<file path="src/design/bfa_pkg.sv">
`timescale 1ns / 1ps

package bfa_pkg;

    // Frame and field widths.
    localparam int FRAME_W = 16;
    localparam int COUNT_W = 17;
    localparam int LIMIT_W = 17;

    // The bitmap is kept as 16-bit words, one bit per frame.
    localparam int WORD_W     = 16;
    localparam int BIT_W      = 4;
    localparam int WORD_DEPTH = 4096;
    localparam int WADDR_W    = 12;

    localparam logic [LIMIT_W-1:0] MAX_FRAMES  = 17'd65536;
    localparam logic [LIMIT_W-1:0] RESET_LIMIT = 17'd65536;
    localparam logic [WORD_W-1:0]  WORD_ONES   = 16'hFFFF;

    // Operation codes.
    localparam logic [1:0] OP_ALLOC   = 2'd0;
    localparam logic [1:0] OP_FREE    = 2'd1;
    localparam logic [1:0] OP_RESERVE = 2'd2;

    // Control handed to the word unit for the word now on the read port.
    typedef struct packed {
        logic [WADDR_W-1:0] cur;
        logic [FRAME_W-1:0] lo;
        logic [FRAME_W-1:0] last;
        logic [COUNT_W-1:0] need;
        logic [COUNT_W-1:0] cnt;
    } word_ctl_t;

    // Status returned by the word unit.
    typedef struct packed {
        logic [WORD_W-1:0]  mask;
        logic               hit;
        logic [BIT_W-1:0]   hit_bit;
        logic [COUNT_W-1:0] need_next;
    } word_res_t;

endpackage

</file>
<file path="src/design/bfa_word_unit.sv">
`timescale 1ns / 1ps

// Works on one bitmap word: builds the frame range mask and, for the scan,
// finds the first free frame that completes a run of the requested length.
module bfa_word_unit
    import bfa_pkg::*;
(
    input  logic [WORD_W-1:0] data,
    input  word_ctl_t         ctl,
    output word_res_t         res
);

    always_comb
    begin
        logic [WORD_W-1:0] lo_mask;
        logic [WORD_W-1:0] hi_mask;
        logic              has;
        logic [BIT_W-1:0]  lu;
        logic [BIT_W:0]    gap_len;
        logic              cond;
        logic              found;
        logic [BIT_W-1:0]  fj;

        lo_mask = (ctl.cur == ctl.lo[FRAME_W-1:BIT_W]) ?
                  (WORD_ONES << ctl.lo[BIT_W-1:0]) : WORD_ONES;
        hi_mask = (ctl.cur == ctl.last[FRAME_W-1:BIT_W]) ?
                  (WORD_ONES >> (4'd15 - ctl.last[BIT_W-1:0])) : WORD_ONES;
        res.mask = lo_mask & hi_mask;

        has     = 1'b0;
        lu      = '0;
        gap_len = '0;
        cond    = 1'b0;
        found   = 1'b0;
        fj      = '0;
        for (int j = 0; j < WORD_W; j++)
        begin
            if (!found && res.mask[j] && !data[j])
            begin
                // With no used frame yet in this word the run carries over
                // from earlier words, tracked as the frames still needed.
                if (!has)
                begin
                    cond = ({12'd0, 5'(j + 1)} >= ctl.need);
                end
                else
                begin
                    gap_len = 5'(j) - {1'b0, lu};
                    cond    = ({12'd0, gap_len} >= ctl.cnt);
                end
                if (cond)
                begin
                    found = 1'b1;
                    fj    = 4'(j);
                end
            end
            if (data[j])
            begin
                has = 1'b1;
                lu  = 4'(j);
            end
        end

        res.hit     = found;
        res.hit_bit = fj;
        res.need_next = !has ? (ctl.need - 17'd16) :
                        (ctl.cnt - {13'd0, 4'd15 - lu});
    end

endmodule

</file>
<file path="config.mk">
export PLATFORM = sky130hd
export DESIGN_NAME = bfa_word_unit
export DESIGN_NICKNAME = d
export VERILOG_FILES = /design/src/design/bfa_pkg.sv /design/src/design/bfa_word_unit.sv
export SDC_FILE = /design/constraint.sdc
export NUM_CORES = 1
export LEC_CHECK = 0
export BUFFER_PORTS_ARGS = -buffer_cell sky130_fd_sc_hd__clkbuf_2
export CAP_MARGIN = 20
export CORE_ASPECT_RATIO = 0.9
export CORE_UTILIZATION = 49
export DETAILED_ROUTE_END_ITERATION = 10
export PLACE_DENSITY = 0.86
export REMOVE_ABC_BUFFERS = 1
export SLEW_MARGIN = 15
export SYNTH_ARGS = -nofsm -noshare
export SYNTH_HDL_FRONTEND = slang
export SYNTH_SLANG_ARGS = --single-unit
</file>
<file path="constraint.sdc">
create_clock -name vclk -period 3.5
set_clock_uncertainty 0.15 [all_clocks]
set_input_delay 0.175 -clock vclk [all_inputs]
set_output_delay 0.175 -clock vclk [all_outputs]
set_load 0.05 [all_outputs]
</file>
==> summary.md <==
| Metric | Value |
|---|---|
| Detailed Place HPWL | `11.7 mm` |
| DRT iter0 DRCs | `518` |
| Max incr delay on CP | `roughly 470 ps` |
| Port buffer count | `132` |
| Clock buffer cells | `0` |
| Via count | `5,672` |
| Antenna diode instance count | `0` |
| Worst rel slew slack | `a little under three fifths` |
| Final Util | `roughly three quarters` |
| Row count | `30` |
| DRC | `0` |
| Crit-path cells | `buf_6 > nor2b_4 > o21ba_4 > o21bai_4 > a21oi_4 > o21bai_4 > a21oi_2 > nor2_2 > buf_6 > nor2_4 > nor2_2 > ha_2 > fa_2 > nor2b_1 > o21ai_1 > nand2b_1 > or3_4 > or3_4 > nor3_2 > xnor2_1 > a21oi_2 > clkbuf_8` |
| Die height | `87.9 um` |
| Initial antenna violation count | `0` |
| Pre-CTS WS | `-760 ps` |
| Setup TNS Final | `-6280 ps` |
| Initial Util | `52.0%` |
| Final GP Congestion | `1.04` |
| Drt pass-1 iters | `5` |
| Max VDD drop | `0.0748 mV` |
| Worst-Margin Slew | `646 ps` |
| Endpoint class of the critical path | `output port` |
| PwrDens | `111 nW/um2` |
| Final Hold Fails | `0` |
| Unrepaired setup endpoints after global routing | `true` |
| Critical Path AT | `3830 ps` |
| Combinational family with the most area after synthesis | `simple AND/OR/NAND/NOR gates` |
| Post-synthesis sequential area ratio | `0%` |
| Routed WL per cell | `19.2 um` |
| WHS Path Cells | `4` |
| Total grt overflow | `0` |
| Layout cells sized above 1 | `between 30% and 40%` |
| DR vias/cell | `6.51` |
| # setup viols final | `16` |
| Number of global-route vias before repair | `5,151` |
| Global-route wire length before repair | `23.5 mm` |
| Cts hold-fix bufs | `0` |
| Count of different cell masters after synthesis | `66` |
| Register area | `0 um2` |
| Outcome | `finished with violations` |
| Synth top area cells | `ha_1, xor2_1, a21oi_1` |
| GRT Util Overall | `between 30% and 40%` |
| Largest net degree at the start of global routing | `19` |
| Worst Setup Path Type | `input port to output port` |
| Slowest cell on crit path | `or3_4` |
| Syn-to-layout area delta | `45.7%` |
| Post-Synth XOR/XNOR Area | `roughly an eighth` |
| Top cells by count, synth | `ha_1, nor2_1, a21oi_1` |
| Pwr Total | `650 uW` |
| Synth warn | `0` |
| Leak | `between 2 and 3 nW` |
| CP Max Fanout | `5` |
| Placeable Area | `between 7000 and 8000 um2` |
| Post-Synth Simple-Gate Area | `between 30% and 40%` |
| Io pins | `132` |
| Nets | `~950` |
| DP Cell Count | `between 800 and 900` |
| Post-synth top area share | `23.3%` |
| DRT antenna net count | `0` |
| Synth Area in Compound Gates | `25.1%` |
| Placed Area | `5290 um2` |
| Num sequential | `0` |
| Setup WS post-layout | `-656 ps` |
| Highest clock rate | `0.241 GHz` |
| Syn_area_per_cell | `7.00 um2` |
| Hold crit path type | `input port to output port` |
| Mapped cell area | `4020 um2` |
| Total die area | `approximately 8600 um2` |
| Design area | `between 5000 and 6000 um2` |
| CP required | `roughly 3200 ps` |
| Final Non-Filler Cells | `about 870` |
| # Max-Cap Violations | `0` |
| Mux cell area share after synthesis | `0%` |
| Post-synthesis adder-cell area fraction | `23.8%` |
| Most common cell in the netlist | `ha_1` |
| Final Max Tran Viols | `0` |
| WL final | `16.7 mm` |
| Tmin final | `around 4200 ps` |
| Hold EP | `res[15]` |
| Cells after Synth | `574` |
| Die width | `97.5 um` |
| Worst hold start | `ctl[15]` |
| Hold Slack | `between 600 and 700 ps` |
| Dominant cell type by area after synthesis | `ha_1` |
| Fin crit share | `119%` |
| Startpoint type of the worst setup path | `input port` |
| Failing checks | `negative setup slack` |
| Filler cells | `around 540` |
==> power breakdown <==
part / switching [mW] / leakage [nW] / internal, mW / total (mW)
clock network: 0 / 0 / 0 / 0
logic: 0.378 / 2.82 / 0.272 / 0.650
registers: 0 / 0 / 0 / 0
total: 0.378 / 2.82 / 0.272 / 0.650
==> worst max-delay path: cells and delay by family <==
kind / cells / cell delay (ps)
xor+xnor: 1 / 150
buf+inv: 3 / 450
compound gates: 7 / 1080
fa+ha+maj: 2 / 390
simple gates: 9 / 1580
==> cell type report <==
type / instances / area (um2) / area share, %
multi-input cells: 526 / 4120 / 70.3
inverters: 33 / 124 / 2.11
repair buffers: 216 / 1490 / 25.5
well taps: 96 / 120 / 2.05
==> layout by cell type, fill, tap and decap left out, types with 6 or more instances in the layout <==
master / count
inv_1: 33
ha_1: 73
clkbuf_8: 7
nor3_1: 17
nand2_1: 39
xnor2_1: 15
a21oi_1: 42
nor3_2: 7
buf_6: 7
buf_4: 79
nor4_4: 7
nor4_1: 10
buf_8: 6
nor2_1: 59
nor2b_1: 8
a31oi_1: 11
nand2b_1: 22
conb_1: 7
a21o_1: 9
xor2_1: 35
o31ai_1: 6
nand3_1: 11
o21ai_0: 12
a21oi_2: 8
clkbuf_2: 113
o21ai_1: 6
==> metal layers <==
layer / track usage [%] / wire length (um)
met3: 5.19 / 1680
met4: 14.4 / 882
met5: 0 / 0
met1: 38.3 / 6030
met2: 61.5 / 8120
==> cell families after synthesis <==
kind of cell / count (synthesis)
adders and majority gates: 76
xor gates and xnor gates: 54
other: 1
buffers and inverters: 54
AOI/OAI and AO/OA: 149
and+or+nand+nor: 240
==> repair_timing <==
item,CTS,global route
buffers inserted,6,11
gates resized for setup,71,48
setup endpoints to repair,17,17
pin swaps,29,31
hold endpoints to repair,0,0
==> worst max-delay path by stage <==
stage / from / slack, ps / endpoint / cells past startpoint
2_1_floorplan: data[4] / -730 / res[19] / 18
3_3_place_gp: data[1] / -550 / res[18] / 22
3_5_place_dp: data[1] / -760 / res[21] / 22
4_1_cts: data[1] / -370 / res[18] / 22
5_1_grt: data[2] / -900 / res[10] / 22
6_report: data[1] / -660 / res[10] / 22
Note: power is estimated with default switching activity, not from simulation.
